$ cat src/fpw_pkg.sv
`default_nettype none

package fpw_pkg;

    // Command codes on the input channel
    localparam logic CMD_START = 1'b0;
    localparam logic CMD_DATA  = 1'b1;

    // Result kinds
    localparam logic KIND_READ = 1'b0;
    localparam logic KIND_DONE = 1'b1;

    // Page size codes
    localparam logic [1:0] PAGE_4K = 2'd0;
    localparam logic [1:0] PAGE_2M = 2'd1;
    localparam logic [1:0] PAGE_1G = 2'd2;

    // Walk levels
    localparam logic [1:0] LVL_TOP  = 2'd0;
    localparam logic [1:0] LVL_PDPT = 2'd1;
    localparam logic [1:0] LVL_DIR  = 2'd2;
    localparam logic [1:0] LVL_TBL  = 2'd3;

    // Register indexes on the configuration port
    localparam logic REG_PROCESS_ROOT  = 1'b0;
    localparam logic REG_RESERVED_MASK = 1'b1;

    localparam int VA_W   = 64;
    localparam int PA_W   = 52;
    localparam int ADDR_W = 4;

    // Entry bits and masks
    localparam int PRESENT_POS = 0;
    localparam int LARGE_POS   = 7;
    localparam logic [PA_W-1:0] TABLE_MASK     = 52'hFFFFFFFFFF000;
    localparam logic [PA_W-1:0] HUGE_BASE_MASK = 52'hFFFFFC0000000;
    localparam logic [PA_W-1:0] BIG_BASE_MASK  = 52'hFFFFFFFE00000;
    localparam logic [PA_W-1:0] HUGE_OFF_MASK  = 52'h000003FFFFFFF;
    localparam logic [PA_W-1:0] BIG_OFF_MASK   = 52'h00000001FFFFF;
    localparam logic [PA_W-1:0] SMALL_OFF_MASK = 52'h0000000000FFF;

    typedef struct packed {
        logic [63:0] process_root;
        logic [63:0] reserved_mask;
    } fpw_cfg_t;

    typedef struct packed {
        logic        cmd;
        logic [63:0] virt_addr;
        logic [63:0] root_address;
        logic        use_process_root;
        logic [63:0] read_data;
        logic        read_error;
    } fpw_item_t;

    typedef struct packed {
        logic            kind;
        logic [63:0]     read_address;
        logic [PA_W-1:0] phys_addr;
        logic            fault;
        logic [1:0]      fault_level;
        logic [1:0]      page_size;
    } fpw_result_t;

    // Byte offset of the 8-byte entry for a level: 9-bit index times 8
    function automatic logic [63:0] slot_offset(input logic [63:0] va,
                                                input logic [1:0]  lvl);
        logic [8:0] idx;
        begin
            case (lvl)
                LVL_TOP:  idx = va[47:39];
                LVL_PDPT: idx = va[38:30];
                LVL_DIR:  idx = va[29:21];
                LVL_TBL:  idx = va[20:12];
                default:  idx = va[20:12];
            endcase
            slot_offset = {52'd0, idx, 3'b000};
        end
    endfunction

endpackage

`default_nettype wire

$ cat src/four_level_page_walker.sv
`default_nettype none

// Four-level page table walker. A start transfer (cmd 0) gives the address
// to translate and a root base; the walker answers with a table read
// request, and each data transfer (cmd 1) carrying an entry answers with the
// next read request or the finished translation (physical address and page
// size, or a fault with its level). Data transfers while no walk is active
// are dropped; a start during a walk abandons it. One transfer is accepted
// per cycle while in_stall is low: each passes an input register, the
// mask/add logic that also updates the walk state, and a result register
// that offers its result on the output. process_root (byte 0) and
// reserved_mask (byte 8) are written over the APB port; the user must write
// them only while no walk is outstanding, as the block does not enforce it.
module four_level_page_walker
    import fpw_pkg::*;
(
    input  wire logic              clk,
    input  wire logic              rst_n,
    // configuration
    input  wire logic              psel,
    input  wire logic              penable,
    input  wire logic              pwrite,
    input  wire logic [ADDR_W-1:0] paddr,
    input  wire logic [63:0]       pwdata,
    output logic      [63:0]       prdata,
    output logic                   pready,
    // input channel
    input  wire logic              in_valid,
    output logic                   in_stall,
    input  wire logic              cmd,
    input  wire logic [63:0]       virt_addr,
    input  wire logic [63:0]       root_address,
    input  wire logic              use_process_root,
    input  wire logic [63:0]       read_data,
    input  wire logic              read_error,
    // output channel
    output logic                   out_valid,
    input  wire logic              out_stall,
    output logic                   kind,
    output logic      [63:0]       read_address,
    output logic      [PA_W-1:0]   phys_addr,
    output logic                   fault,
    output logic      [1:0]        fault_level,
    output logic      [1:0]        page_size
);

    fpw_cfg_t    cfg;
    fpw_item_t   item_reg;
    logic        item_valid_reg;
    fpw_result_t res;
    fpw_result_t res_reg;
    logic        res_valid_reg;
    logic        has_result;
    logic        out_free;
    logic        step;
    logic        in_take;

    assign pready = 1'b1;

    fpw_cfg u_cfg (
        .clk     (clk),
        .rst_n   (rst_n),
        .psel    (psel),
        .penable (penable),
        .pwrite  (pwrite),
        .paddr   (paddr),
        .pwdata  (pwdata),
        .prdata  (prdata),
        .cfg     (cfg)
    );

    // Stage advance: the item leaves when its result has room or it has none
    assign out_free = !res_valid_reg || !out_stall;
    assign step     = item_valid_reg && (out_free || !has_result);
    assign in_stall = item_valid_reg && !step;
    assign in_take  = in_valid && !in_stall;

    // Input register
    always_ff @(posedge clk or negedge rst_n)
    begin
        if (!rst_n)
        begin
            item_valid_reg <= 1'b0;
        end
        else if (!in_stall)
        begin
            item_valid_reg <= in_valid;
        end
    end

    always_ff @(posedge clk)
    begin
        if (in_take)
        begin
            item_reg.cmd              <= cmd;
            item_reg.virt_addr        <= virt_addr;
            item_reg.root_address     <= root_address;
            item_reg.use_process_root <= use_process_root;
            item_reg.read_data        <= read_data;
            item_reg.read_error       <= read_error;
        end
    end

    fpw_walk u_walk (
        .clk        (clk),
        .rst_n      (rst_n),
        .step       (step),
        .item       (item_reg),
        .cfg        (cfg),
        .has_result (has_result),
        .result     (res)
    );

    // Result register
    always_ff @(posedge clk or negedge rst_n)
    begin
        if (!rst_n)
        begin
            res_valid_reg <= 1'b0;
        end
        else if (out_free)
        begin
            res_valid_reg <= step && has_result;
        end
    end

    always_ff @(posedge clk)
    begin
        if (out_free && step && has_result)
        begin
            res_reg <= res;
        end
    end

    assign out_valid    = res_valid_reg;
    assign kind         = res_reg.kind;
    assign read_address = res_reg.read_address;
    assign phys_addr    = res_reg.phys_addr;
    assign fault        = res_reg.fault;
    assign fault_level  = res_reg.fault_level;
    assign page_size    = res_reg.page_size;

`ifndef SYNTHESIS
    // The input side only waits on a held item
    a_stall_needs_item: assert property (@(posedge clk) disable iff (!rst_n)
        in_stall |-> item_valid_reg)
        else $error("input stalled with an empty stage");

    // A read request never reports a fault or a page
    a_read_clean: assert property (@(posedge clk) disable iff (!rst_n)
        (out_valid && kind == KIND_READ) |-> (!fault && page_size == PAGE_4K
            && phys_addr == '0))
        else $error("read request carries translation fields");

    // A fault gives address zero and no read address
    a_fault_zero: assert property (@(posedge clk) disable iff (!rst_n)
        (out_valid && fault) |-> (kind == KIND_DONE && phys_addr == '0
            && read_address == 64'd0 && page_size == PAGE_4K))
        else $error("fault result with nonzero fields");

    // A stalled item that produces no result still leaves the stage
    a_drop_moves: assert property (@(posedge clk) disable iff (!rst_n)
        (item_valid_reg && !has_result) |-> step)
        else $error("resultless item held in stage");
`endif

endmodule

`default_nettype wire

$ cat src/fpw_cfg.sv
`default_nettype none

module fpw_cfg
    import fpw_pkg::*;
(
    input  wire logic              clk,
    input  wire logic              rst_n,
    input  wire logic              psel,
    input  wire logic              penable,
    input  wire logic              pwrite,
    input  wire logic [ADDR_W-1:0] paddr,
    input  wire logic [63:0]       pwdata,
    output logic      [63:0]       prdata,
    output fpw_cfg_t               cfg
);

    logic [63:0] root_reg;
    logic [63:0] mask_reg;
    logic        reg_sel;
    logic        wr_en;

    // Registers sit 8 bytes apart
    assign reg_sel = paddr[3];
    assign wr_en   = psel && penable && pwrite;

    always_ff @(posedge clk or negedge rst_n)
    begin
        if (!rst_n)
        begin
            root_reg <= '0;
            mask_reg <= '0;
        end
        else if (wr_en)
        begin
            case (reg_sel)
                REG_PROCESS_ROOT:  root_reg <= pwdata;
                REG_RESERVED_MASK: mask_reg <= pwdata;
                default:           root_reg <= pwdata;
            endcase
        end
    end

    always_comb
    begin
        case (reg_sel)
            REG_PROCESS_ROOT:  prdata = root_reg;
            REG_RESERVED_MASK: prdata = mask_reg;
            default:           prdata = root_reg;
        endcase
    end

    assign cfg.process_root  = root_reg;
    assign cfg.reserved_mask = mask_reg;

endmodule

`default_nettype wire

$ cat src/fpw_walk.sv
`default_nettype none

module fpw_walk
    import fpw_pkg::*;
(
    input  wire logic        clk,
    input  wire logic        rst_n,
    input  wire logic        step,
    input  wire fpw_item_t   item,
    input  wire fpw_cfg_t    cfg,
    output logic             has_result,
    output fpw_result_t      result
);

    logic        busy_reg, busy_next;
    logic [1:0]  level_reg, level_next;
    logic [63:0] va_reg, va_next;

    logic [63:0] entry;
    logic [PA_W-1:0] entry_pa;
    logic        bad_entry;
    logic        large_page;
    logic [63:0] root;
    logic [1:0]  lvl_inc;

    assign entry      = item.read_data;
    assign entry_pa   = entry[PA_W-1:0];
    assign large_page = entry[LARGE_POS];
    assign bad_entry  = item.read_error || !entry[PRESENT_POS]
                        || ((entry & cfg.reserved_mask) != 64'd0);
    assign root       = item.use_process_root ? cfg.process_root : item.root_address;
    assign lvl_inc    = level_reg + 2'd1;

    // Next walk state and the result of the item in the stage
    always_comb
    begin
        busy_next  = busy_reg;
        level_next = level_reg;
        va_next    = va_reg;
        has_result = 1'b1;
        result     = '0;
        if (item.cmd == CMD_START)
        begin
            busy_next           = 1'b1;
            level_next          = LVL_TOP;
            va_next             = item.virt_addr;
            result.kind         = KIND_READ;
            result.read_address = root + slot_offset(item.virt_addr, LVL_TOP);
        end
        else if (!busy_reg)
        begin
            has_result = 1'b0;
        end
        else if (bad_entry)
        begin
            busy_next          = 1'b0;
            level_next         = LVL_TOP;
            result.kind        = KIND_DONE;
            result.fault       = 1'b1;
            result.fault_level = level_reg;
        end
        else if (level_reg == LVL_PDPT && large_page)
        begin
            busy_next        = 1'b0;
            level_next       = LVL_TOP;
            result.kind      = KIND_DONE;
            result.phys_addr = (entry_pa & HUGE_BASE_MASK)
                               | (va_reg[PA_W-1:0] & HUGE_OFF_MASK);
            result.page_size = PAGE_1G;
        end
        else if (level_reg == LVL_DIR && large_page)
        begin
            busy_next        = 1'b0;
            level_next       = LVL_TOP;
            result.kind      = KIND_DONE;
            result.phys_addr = (entry_pa & BIG_BASE_MASK)
                               | (va_reg[PA_W-1:0] & BIG_OFF_MASK);
            result.page_size = PAGE_2M;
        end
        else if (level_reg == LVL_TBL)
        begin
            busy_next        = 1'b0;
            level_next       = LVL_TOP;
            result.kind      = KIND_DONE;
            result.phys_addr = (entry_pa & TABLE_MASK)
                               | (va_reg[PA_W-1:0] & SMALL_OFF_MASK);
            result.page_size = PAGE_4K;
        end
        else
        begin
            // Descend: next table base and the index of the next level
            level_next          = lvl_inc;
            result.kind         = KIND_READ;
            result.read_address = {12'd0, entry_pa & TABLE_MASK}
                                  | slot_offset(va_reg, lvl_inc);
        end
    end

    always_ff @(posedge clk or negedge rst_n)
    begin
        if (!rst_n)
        begin
            busy_reg  <= 1'b0;
            level_reg <= LVL_TOP;
            va_reg    <= '0;
        end
        else if (step)
        begin
            busy_reg  <= busy_next;
            level_reg <= level_next;
            va_reg    <= va_next;
        end
    end

endmodule

`default_nettype wire
$ cat config.mk
export PLATFORM = sky130hd
export DESIGN_NAME = four_level_page_walker
export DESIGN_NICKNAME = d
export VERILOG_FILES = /design/src/fpw_pkg.sv /design/src/four_level_page_walker.sv /design/src/fpw_cfg.sv /design/src/fpw_walk.sv
export SDC_FILE = /design/constraint.sdc
export NUM_CORES = 1
export LEC_CHECK = 0
export ABC_AREA = 1
export ABC_CLOCK_PERIOD_IN_PS = 26200
export BUFFER_PORTS_ARGS = -buffer_cell sky130_fd_sc_hd__buf_2
export CORE_MARGIN = 2
export CORE_UTILIZATION = 35
export DETAILED_ROUTE_END_ITERATION = 8
export PLACE_DENSITY_LB_ADDON = 0.12
export SYNTH_ARGS = -nofsm -noshare
export SYNTH_HDL_FRONTEND = slang
export SYNTH_HIERARCHICAL = 1
export SYNTH_SLANG_ARGS = --single-unit
$ cat constraint.sdc
create_clock -name clk -period 26.2 [get_ports clk]
set_clock_uncertainty 0.1 [all_clocks]
set_input_delay 2.62 -clock clk [delete_from_list [all_inputs] [get_ports clk]]
set_output_delay 2.62 -clock clk [all_outputs]
set_load 0.005 [all_outputs]
# After elaboration in Yosys (flattened, before gate mapping)
# Cells that the tools add are included.
totals:
  mem_count: 0
  mem_bits_rw: 0
  romBits: 0
  out_inout_bits: 189
  latchBits: 0
  word_cells: 108
  regBits: 482
  in_bits: 270
op_classes:
  div_mod_pow: 0
  n_addsub: 2
  magnitude_cmp: 0
  n_eq_ne: 7
  muxes: 41
  shift: 0
  n_reduce_logical: 30
  n_mul: 0
  n_bitwise: 8
ops:
  columns: ["operator", "count"]
  rows:
  - ["2-to-1 mux 64 bit", 5]
  - ["2-to-1 mux 52 bit", 3]
  - ["case mux 64 bit (2 select lines)", 1]
  - ["2-to-1 mux 121 bit", 1]
  - ["2-to-1 mux 116 bit", 1]
  - ["OR 52 x 12 -> 52 bit", 2]
  - ["adder 64 x 12 -> 64 bit", 1]
  - ["AND 64 bit", 1]
  - ["nonzero test 64 bit", 1]
  - ["2-to-1 mux 9 bit", 7]
  - ["OR 52 x 21 -> 52 bit", 1]
  - ["OR 52 x 30 -> 52 bit", 1]
  - ["case mux 9 bit (4 select lines)", 1]
  - ["2-to-1 mux 2 bit", 8]
  - ["2-to-1 mux 1 bit", 13]
  - ["logical AND 1 bit", 10]
  - ["AND reduction 2 bit", 5]
  - ["equality test 2 bit, second input constant", 4]
  - ["logical NOT 1 bit", 6]
  - ["equality test 2 x 1 -> 1 bit, second input constant", 2]
  - ["logical OR 1 bit", 4]
  - ["OR reduction 4 bit", 1]
  - ["2-to-1 mux 3 bit", 1]
  - ["inverter 1 bit", 3]
  - ["5 further kinds", 5]

# Depth between registers and ports, before layout
# Gate-level depths: netlist (run 1).
logic_depth:
  word_depth: 16
  ltp_mapped: 21
  mapped_depth_nobuf: 17

# Cells and area by module
# Netlist (run 1), hierarchy kept.
by_module_without_submodules:
  columns: ["module", "instances", "cells_per_inst", "area_each_um2", "seq_area_each_um2"]
  rows:
  - ["four_level_page_walker", 1, 333, 9636.7, 9569.2]
  - ["fpw_walk", 1, 1582, 8224.1, 1051.0]
  - ["fpw_cfg", 1, 764, 5833.1, 3203.1]

# Least setup slack after synthesis (run 1)
# Ideal clock, no wire load.
synth_path:
  path_kind: "input-to-reg"
  start: "in out_stall"
  end: "reg item_reg[0] in the netlist's numbering (enable)"
  slack_ps: 14427
  path_buffers: 0
  t_arrival_ps: 10915
  required_ps: 25342
  path_stages: 3
  setup_time_ps: 758
  path_cell_list: "nand3_2 -> nor2_2 -> nor2_1"
synth_between:
  elab_chain_cells: 8
synth_lines:
  columns: ["element", "line", "text"]
  rows:
  - ["start: declaration", "four_level_page_walker.sv:38", "input wire logic out_stall,"]
  - ["logical NOT 1 bit", "four_level_page_walker.sv:73", "assign out_free = !res_valid_reg || !out_stall;"]
  - ["logical OR 1 bit", "four_level_page_walker.sv:73", null]
  - ["logical OR 1 bit", "four_level_page_walker.sv:74", "assign step = item_valid_reg && (out_free || !has_result);"]
  - ["logical AND 1 bit", "four_level_page_walker.sv:74", null]
  - ["logical NOT 1 bit", "four_level_page_walker.sv:75", "assign in_stall = item_valid_reg && !step;"]
  - ["logical AND 1 bit", "four_level_page_walker.sv:75", null]
  - ["via in_stall", "four_level_page_walker.sv:29", "output logic in_stall,"]
  - ["logical NOT 1 bit", null, null]
  - ["logical AND 1 bit", "four_level_page_walker.sv:76", "assign in_take = in_valid && !in_stall;"]
  - ["via in_take", "four_level_page_walker.sv:56", "logic in_take;"]
  - ["end: declaration", "four_level_page_walker.sv:48", "fpw_item_t item_reg;"]
# The timed path passes the listed nets, and every way through them passes these cells.
# A chain may end at the register's enable or synchronous reset.

# Final worst setup path (run 1)
layout_path:
  start: "in paddr[3]"
  end: "out prdata[33]"
layout_between:
  elab_chain_cells: 2
layout_lines:
  columns: ["element", "line", "text"]
  rows:
  - ["start: declaration", "four_level_page_walker.sv:23", "input wire logic [ADDR_W-1:0] paddr,"]
  - ["inverter 1 bit", "fpw_cfg.sv:45", "case (reg_sel)"]
  - ["case mux 64 bit (2 select lines) (*)", "fpw_cfg.sv:45", null]
  - ["end: declaration", "four_level_page_walker.sv:25", "output logic [63:0] prdata,"]
# Mark *: on every way between the ends. The rest lies on a longest branch, timed or not.

==> impl_metrics.env, run 1 <==
export IMPL_firstDrtPassIters=5
export IMPL_synth_cells=2663
export IMPL_cts_buffer_depth=3
export IMPL_fin_crit_ns=7.515
export IMPL_period_share_pct=28.68
export IMPL_fmax_mhz=133.1
export IMPL_track_usage_pct=26.14
export IMPL_place_congestion=0.9123
export IMPL_grt_max_degree=79
export IMPL_grt_pass1_vias=19240
export IMPL_hold_class="reg2reg"
export IMPL_avgViaCountPerCell=5.083
export IMPL_clk_pin_slew_ns=0.06
export IMPL_syn2layout_area_growth_pct=19.34
export IMPL_worst_pin_slew_ns=1.163
export IMPL_final_layout_size_suffix_gt1_share_pct=21.96
export IMPL_core_area_sq_um=65750
export IMPL_maxCapViolations=0
export IMPL_synth_warnings=6
export IMPL_cp_startpoint="paddr[3]"
export IMPL_num_vias=20180
export IMPL_crit_buf_inv=4
export IMPL_initial_utilization_pct=35.31
export IMPL_holdPathStages=1
export IMPL_synth_avg_cell_area_sq_um=8.717
export IMPL_r2r_start="item_reg[65]"
export IMPL_largest_register_ffs=179
export IMPL_cp_data_arrival_time_ns=4.80
export IMPL_nets=3342
export IMPL_rrSetupSlack_ns=22.01
export IMPL_required_ns=23.48
export IMPL_final_util_pct=42.14
export IMPL_die_area_sq_um=68400
export IMPL_cts_resized=0
export IMPL_gr_total_overflow=0
export IMPL_crit_chain="buf_4 > inv_4 > buf_4 > nand2_1 > nand2_1 > buf_2"
export IMPL_clock_sinks=473
export IMPL_finalHoldViolCount=0
export IMPL_clock_root_buffer="clkbuf_16"
export IMPL_pin_count=459
export IMPL_cts_buffers=53
export IMPL_peakVddDrop_uv=49.97
export IMPL_maxSlewHeadroom_pct=22.30
export IMPL_synth_area_sq_um=23210
export IMPL_slowest_delay_ns=0.79
export IMPL_critPathLaunchType="input port"
export IMPL_path_class="in2out"
export IMPL_cts_max_level=2
export IMPL_dieWidth_microns=261.5
export IMPL_rr_worst_depth=17
export IMPL_synth_fp_nets=2947
export IMPL_grt_pass1_wl_microns=129400
export IMPL_crit_family="buffers and inverters"
export IMPL_rsz0062_at_grt="no"
export IMPL_portBuffers=438
export IMPL_min_to="u_walk/va_reg[1]"
export IMPL_fin_setup_tns_ns=0
export IMPL_cp_max_fo=73
export IMPL_cts_tree="done"
export IMPL_slowest_stage="buf_4"
export IMPL_outcome="complete, no violations"
export IMPL_cts_setup_buffers=0
export IMPL_drt_wl_total_microns=91490
export IMPL_clkLatencyLatePin_ns=0.60
export IMPL_power_density_nw_per_um2=74.06
export IMPL_row_count=94
export IMPL_wl_per_cell_microns=23.04
export IMPL_endpoint_kind="output pin"
export IMPL_antenna_found_initial=12
export IMPL_hold_buffers=0
export IMPL_ant_nets=0
export IMPL_drc_errors=0
export IMPL_setup_viol=0
export IMPL_fp_dieH_microns=261.5
export IMPL_dr_first_iter_drc_count=1913
export IMPL_reg2reg_to="read_address[47]"
export IMPL_slew_violations=0
export IMPL_post_dp_hpwl_microns=68290
export IMPL_power_leakage_nw=13.12
export IMPL_hp_start="item_reg[131]"
[routing by layer]
metal  GRT usage (%)  wire, microns  vias to the layer above
met5               0             73                        -
met2           40.44          41430                      821
met4           7.418           2436                       12
met3           5.188           7546                      122
met1           37.24          40000                     9734
li1                -              -                     9492
[power breakdown]
group | leakage, nW | internal, W | switching, W
sequential | 5.06 | 0.000903 | 0.0000772
combinational | 7.26 | 0.000120 | 0.000240
clock | 0.801 | 0.000402 | 0.000308
[stage by stage]
step	worst slack [ns]	hold WS, ns	total power [W]	instance area [sq um]	cells
floorplan	15.13	0.3553	0.001173	23210	2663
global placement	18.74	0.3587	0.001349	26060	3867
detailed placement	18.73	0.3675	0.001354	26060	3867
CTS	18.72	0.3803	0.002069	27690	3965
global route	18.57	0.3856	0.002145	27700	3969
finish	18.68	0.3737	0.002052	27700	3970
[area by class of cell]
type	instances	area, sq um
antenna	5	12.51
clock buffer	68	1423
clock inverter	30	211.5
fill	6708	38040
inverter	160	605.6
multi-input combinational	1911	8668
sequential	473	13340
tap	864	1081
timing repair buffer	459	2359
[worst register-to-register path, delay by kind of cell (launching register included)]
family	cells	cell delay [ns]
fa+ha+maj	1	0.33
buf+inv	5	1.40
flops	1	0.35
simple gates	10	1.73
compound gates	1	0.13
[how the worst max path moves through the flow]
stage / to / slack, ns / depth (start not counted)
final: prdata[33] / 18.68 / 6
after global routing: prdata[36] / 18.57 / 6
after CTS: prdata[33] / 18.72 / 6
after detailed placement: prdata[33] / 18.73 / 6
after global placement: prdata[33] / 18.74 / 6
after floorplan: item_reg[0] / 15.13 / 3
[layout by cell type (no fill, tap or decap), types with 15 or more instances in the layout]
master / instances
buf_2: 436
buf_4: 22
clkbuf_16: 53
clkinv_1: 16
dfrtp_1: 172
edfxtp_1: 301
inv_1: 147
mux2_2: 39
nand2_1: 1133
nand2_2: 41
nand3_1: 250
nand4_1: 97
nor2_1: 196
nor2_2: 27
nor2_4: 15
nor3_1: 22
o21ai_0: 27
No activity file was read; power rests on OpenSTA's default activity.
==> run 2: changes to the inputs <==
--- a/config.mk
+++ b/config.mk
@@ -5,8 +5,8 @@
 export SDC_FILE = /design/constraint.sdc
 export NUM_CORES = 1
 export LEC_CHECK = 0
-export ABC_AREA = 1
-export ABC_CLOCK_PERIOD_IN_PS = 26200
+export ABC_AREA = 0
+export ABC_CLOCK_PERIOD_IN_PS = 6190
 export BUFFER_PORTS_ARGS = -buffer_cell sky130_fd_sc_hd__buf_2
 export CORE_MARGIN = 2
 export CORE_UTILIZATION = 35
==> constraint.sdc (replaced) <==
create_clock -name clk -period 6.19 [get_ports clk]
set_clock_uncertainty 0.1 [all_clocks]
set_input_delay 0.619 -clock clk [delete_from_list [all_inputs] [get_ports clk]]
set_output_delay 0.619 -clock clk [all_outputs]
set_load 0.005 [all_outputs]
==> run 2 against run 1 <==
  * Setup slack got worse by 17 ns
  * Clock power grew to 4.5 times the previous value
  * Global-route usage decreased by 3.2 points
  * Largest power group unchanged
  * First-iteration DRC count decreased by 49%
  * Largest cell class unchanged
  * Sequential share of layout area up 3.3 points
==> impl_metrics.env, run 2 <==
export IMPL_ant_nets=0
export IMPL_clock_sinks=473
export IMPL_grt_max_degree=110
export IMPL_clk_pin_slew_ns=0.06
export IMPL_worst_pin_slew_ns=1.090
export IMPL_fin_setup_tns_ns=0
export IMPL_post_dp_hpwl_microns=53740
export IMPL_dieWidth_microns=249.6
export IMPL_dp_cells=2606
export IMPL_required_ns=6.43
export IMPL_min_to="item_reg[153]"
export IMPL_layout_setup_ws_ns=1.764
export IMPL_cts_tree="done"
export IMPL_track_usage_pct=22.97
export IMPL_power_leakage_nw=10.87
export IMPL_maxCapViolations=0
export IMPL_reg2reg_to="read_address[49]"
export IMPL_endpoint_kind="flop"
export IMPL_largest_register_ffs=179
export IMPL_fin_crit_ns=4.426
export IMPL_core_area_sq_um=60020
export IMPL_cts_setup_buffers=0
export IMPL_hold_class="in2reg"
export IMPL_antenna_found_initial=22
export IMPL_nets=2165
export IMPL_gr_total_overflow=0
export IMPL_power_density_nw_per_um2=346.8
export IMPL_slew_violations=0
export IMPL_rrSetupSlack_ns=1.76
export IMPL_fin_hold_ws_ns=0.08102
export IMPL_row_count=90
export IMPL_fp_dieH_microns=249.6
export IMPL_grt_pass1_wl_microns=102700
export IMPL_pin_count=459
export IMPL_cts_max_level=2
export IMPL_setup_viol=0
export IMPL_place_congestion=0.8182
export IMPL_synth_avg_cell_area_sq_um=14.77
export IMPL_cts_buffer_depth=3
export IMPL_cts_buffers=54
export IMPL_synth_cells=1430
export IMPL_cp_max_fo=76
export IMPL_rr_worst_depth=7
export IMPL_drt_wl_total_microns=73170
export IMPL_initial_utilization_pct=35.18
export IMPL_synth_fp_nets=1714
export IMPL_cp_data_arrival_time_ns=4.67
export IMPL_final_common_cell="buf_2"
export IMPL_outcome="complete, no violations"
export IMPL_critPathLaunchType="flop"
export IMPL_holdPathStages=1
export IMPL_die_area_sq_um=62320
export IMPL_synth_area_sq_um=21120
export IMPL_dr_first_iter_drc_count=974
export IMPL_fill_cells=5616
export IMPL_final_layout_size_suffix_gt1_share_pct=41.92
export IMPL_period_share_pct=71.51
export IMPL_preCtsSetupSlack_ns=1.819
export IMPL_num_vias=14220
export IMPL_grt_pass1_vias=14380
export IMPL_hp_start="virt_addr[23]"
export IMPL_syn2layout_area_growth_pct=22.85
export IMPL_peakVddDrop_uv=190.8
export IMPL_drc_errors=0
export IMPL_r2r_start="item_reg[65]"
export IMPL_fmax_mhz=225.9
export IMPL_avgViaCountPerCell=5.233
export IMPL_clock_root_buffer="clkbuf_16"
export IMPL_place_area_sq_um=24170
export IMPL_finalNonFillerCells=2717
export IMPL_wl_per_cell_microns=26.93
export IMPL_synth_warnings=6
export IMPL_maxSlewHeadroom_pct=26.71
export IMPL_clkLatencyLatePin_ns=0.61
export IMPL_firstDrtPassIters=5
export IMPL_portBuffers=438
export IMPL_final_cell_mix="436 x buf_2, 301 x edfxtp_1, 184 x mux2_2, 172 x dfrtp_1, 67 x nand2_1"
export IMPL_final_area_sq_um=25940
export IMPL_finalHoldViolCount=0
export IMPL_rsz0062_at_grt="no"
export IMPL_path_class="reg2reg"
[run 2: worst max path at each step]
stage                        startpoint          endpoint  slack, ns  cells after the start
after floorplan           item_reg[194]       item_reg[0]       0.56                      4
after global placement     item_reg[65]  read_address[51]       1.80                      7
after CTS                  item_reg[65]  read_address[51]       1.81                      7
after global routing       item_reg[65]  read_address[49]       1.63                      7
after detailed placement   item_reg[65]  read_address[51]       1.82                      7
final                      item_reg[65]  read_address[49]       1.76                      7
[run 2: worst max-delay path, stage by stage (launching register included)]
cell and delay (ns):
edfxtp_1 0.66, buf_4 0.71, nand4_1 0.25, a222oi_1 0.81
nand4_2 0.44, nor4_1 0.77, mux2i_1 0.26, o21ai_1 0.08
[run 2: final cells by class]
cell class	instances	area, sq um	area share, %
clock inverter	19	175.2	0.6752
timing repair buffer	460	2409	9.284
sequential	473	13340	51.43
tap	782	978.4	3.771
antenna	10	25.02	0.09646
multi-input combinational	845	7273	28.03
inverter	47	176.4	0.6800
clock buffer	81	1564	6.028
[run 2: repair_timing]
item	CTS	global route
gates resized for setup	0	0
endpoints found under the hold margin	40	0
hold buffers	1	0
[run 2: report_power, final]
part | total, W | leakage, nW | switching [W] | internal, W
clock network | 0.00316 | 0.854 | 0.00130 | 0.00186
registers | 0.00426 | 4.98 | 0.000408 | 0.00386
logic | 0.00157 | 5.03 | 0.000828 | 0.000741
[run 2: per-stage QoR]
stage | util [%] | power, W
after floorplan | - | 0.005064
after global placement | 40.27 | 0.005870
after detailed placement | 40.27 | 0.005905
after CTS | 43.18 | 0.009102
after global routing | 43.21 | 0.009362
final | 43.22 | 0.008996
[run 2: routing by layer]
layer | track usage, % | vias up | routed length (microns)
met5 | 0 | - | 129
met3 | 4.537 | 103 | 4258
li1 | - | 6391 | -
met2 | 36.75 | 451 | 34640
met4 | 7.057 | 20 | 1732
met1 | 31.52 | 7254 | 32410
==> run 3: changes to the inputs <==
--- a/config.mk
+++ b/config.mk
@@ -6,7 +6,7 @@
 export NUM_CORES = 1
 export LEC_CHECK = 0
 export ABC_AREA = 0
-export ABC_CLOCK_PERIOD_IN_PS = 6190
+export ABC_CLOCK_PERIOD_IN_PS = 4200
 export BUFFER_PORTS_ARGS = -buffer_cell sky130_fd_sc_hd__buf_2
 export CORE_MARGIN = 2
 export CORE_UTILIZATION = 35
==> constraint.sdc (replaced) <==
create_clock -name clk -period 4.2 [get_ports clk]
set_clock_uncertainty 0.1 [all_clocks]
set_input_delay 0.42 -clock clk [delete_from_list [all_inputs] [get_ports clk]]
set_output_delay 0.42 -clock clk [all_outputs]
set_load 0.005 [all_outputs]
==> run 3 against run 2 <==
  * Combinational power up 61%
  * Sequential power up 48%
  * Via count increased by 7.4%
  * Register-to-register slack got worse by 1.4 ns
  * First-iteration DRC count is 4.3% higher
  * Cell area up 9.9%
  * Die area is the same
  * Non-clock buffer count increased by 268
  * Critical endpoint is now read_address[32]
  * Total power up 48%
==> impl_metrics.env, run 3 (synthesized netlist as in run 2, its figures left out) <==
export IMPL_critPathMostFrequentCell="buf_4"
export IMPL_avgViaCountPerCell=5.132
export IMPL_path_class="reg2reg"
export IMPL_dr_first_iter_drc_count=1016
export IMPL_core_area_sq_um=60020
export IMPL_grt_max_degree=88
export IMPL_cts_buffers=53
export IMPL_required_ns=4.41
export IMPL_ant_nets=0
export IMPL_dieWidth_microns=249.6
export IMPL_final_layout_size_suffix_gt1_share_pct=37.41
export IMPL_wl_per_cell_microns=25.04
export IMPL_track_usage_pct=23.55
export IMPL_initial_utilization_pct=35.18
export IMPL_endpoint_kind="flop"
export IMPL_slowest_stage="o21ai_0"
export IMPL_antenna_found_initial=6
export IMPL_row_count=90
export IMPL_slowest_delay_ns=0.53
export IMPL_cp_max_fo=10
export IMPL_num_vias=15280
export IMPL_cts_setup_buffers=0
export IMPL_hold_class="in2async"
export IMPL_clock_sinks=473
export IMPL_firstDrtPassIters=5
export IMPL_gr_total_overflow=0
export IMPL_wl_met3_microns=4346
export IMPL_place_congestion=0.8411
export IMPL_clk_pin_slew_ns=0.06
export IMPL_crit_chain="buf_4 > mux2_2 > ha_1 > o211ai_1 > o21ai_0 > buf_4 > nand2_1 > nor4_1 > xor2_1 > o22ai_1"
export IMPL_power_density_nw_per_um2=466.2
export IMPL_fmax_mhz=262.5
export IMPL_rsz0062_at_grt="no"
export IMPL_maxSlewHeadroom_pct=36.22
export IMPL_fin_crit_ns=3.810
export IMPL_outcome="complete, no violations"
export IMPL_slew_violations=0
export IMPL_post_dp_hpwl_microns=54060
export IMPL_grt_pass1_wl_microns=106800
export IMPL_final_common_cell="buf_2"
export IMPL_clkLatencyLatePin_ns=0.61
export IMPL_critPathLaunchType="flop"
export IMPL_drc_errors=0
export IMPL_final_cell_mix="436 x buf_2, 301 x edfxtp_1, 246 x dlygate4sd3_1, 184 x mux2_2, 172 x dfrtp_1"
export IMPL_power_leakage_nw=11.97
export IMPL_largest_register_ffs=179
export IMPL_period_share_pct=90.71
export IMPL_fp_dieH_microns=249.6
export IMPL_worst_pin_slew_ns=0.9567
export IMPL_cts_max_level=2
export IMPL_design_power_total_w=0.01330
export IMPL_syn2layout_area_growth_pct=35.04
export IMPL_grt_pass1_vias=15720
export IMPL_dr_wl_met2_microns=35310
export IMPL_cts_buffer_depth=3
export IMPL_cts_tree="done"
export IMPL_top_layer="met5"
export IMPL_setup_viol=0
export IMPL_fin_setup_tns_ns=0
export IMPL_drt_wl_total_microns=74550
export IMPL_cp_data_arrival_time_ns=4.02
export IMPL_clock_root_buffer="clkbuf_16"
export IMPL_pin_count=459
export IMPL_maxCapViolations=0
export IMPL_peakVddDrop_uv=248.9
export IMPL_finalHoldViolCount=0
export IMPL_die_area_sq_um=62320
export IMPL_nets=2432
export IMPL_wl_met1_microns=32820
export IMPL_portBuffers=438
-- run 3: cell count changes in the layout (fill, tap and decap cells not counted), sizes merged --
| cell | previous run | this run |
|---|---|---|
| clkbuf | 82 | 80 |
| diode | 10 | 3 |
| bufinv | 3 | 2 |
| buf | 458 | 481 |
| dlygate4sd3 | 1 | 246 |
| clkinv | 13 | 11 |
| inv | 48 | 52 |
-- run 3: path summary, 6_finish.rpt --
| kind | endpoint | slack (ns) | start | depth (start not counted) |
|---|---|---|---|---|
| worst min-delay path | u_walk/va_reg[34] | 0.31 | rst_n | 2 |
| min in group clk | u_walk/va_reg[36] | 0.37 | item_reg[166] | 1 |
| worst max register to register | read_address[32] | 0.39 | item_reg[65] | 10 |
| max in group asynchronous | u_cfg/mask_reg[47] | 2.74 | rst_n | 3 |
| worst max-delay path | read_address[32] | 0.39 | item_reg[65] | 10 |
| worst min register to register | u_walk/va_reg[36] | 0.37 | item_reg[166] | 1 |
-- run 3: stage by stage --
stage	cells	util [%]	cell area, sq um	setup WS, ns	hold slack [ns]
finish	2977	47.51	28520	0.3900	0.3123
global route	2977	47.51	28520	0.2026	0.3638
CTS	2974	47.50	28510	0.4372	0.3771
detailed placement	2629	40.66	24400	0.4547	0.3642
global placement	2629	40.66	24400	0.4396	0.3580
floorplan	1430	-	21140	0.009804	0.02441
-- run 3: critical path, delay by kind of cell, from the launching register on --
family / cells / cell delay, ns
flip-flops: 1 / 0.38
XOR/XNOR: 1 / 0.25
AND/OR/NAND/NOR: 2 / 0.74
AO/OA/AOI/OAI: 3 / 0.78
multiplexers: 1 / 0.36
buffers and inverters: 2 / 0.45
adder cells (fa/ha/maj): 1 / 0.43
-- run 3: per-layer routing --
layer  vias up  GRT usage [%]
met4         2          6.627
met1      7728          31.94
met2       511          38.46
li1       6937              -
met5         -              0
met3       100          4.589
-- run 3: area by class of cell --
class | count | area [sq um]
Fill cell | 5437 | 31500
Sequential cell | 473 | 13340
Multi-Input combinational cell | 845 | 7273
Timing Repair Buffer | 728 | 5096
Clock buffer | 79 | 1464
Tap cell | 782 | 978.4
Clock inverter | 20 | 178.9
Inverter | 47 | 176.4
Antenna cell | 3 | 7.507
-- run 3: timing repair --
| item | CTS | global route |
|---|---|---|
| hold buffers | 246 | 0 |
| resized for setup | 0 | 0 |
| hold endpoints to repair | 393 | 0 |
-- run 3: power breakdown --
group | internal, W | leakage [nW] | total, W | switching [W]
Sequential | 0.00568 | 4.98 | 0.00629 | 0.000607
Combinational | 0.00127 | 6.20 | 0.00253 | 0.00126
Clock | 0.00254 | 0.792 | 0.00448 | 0.00194
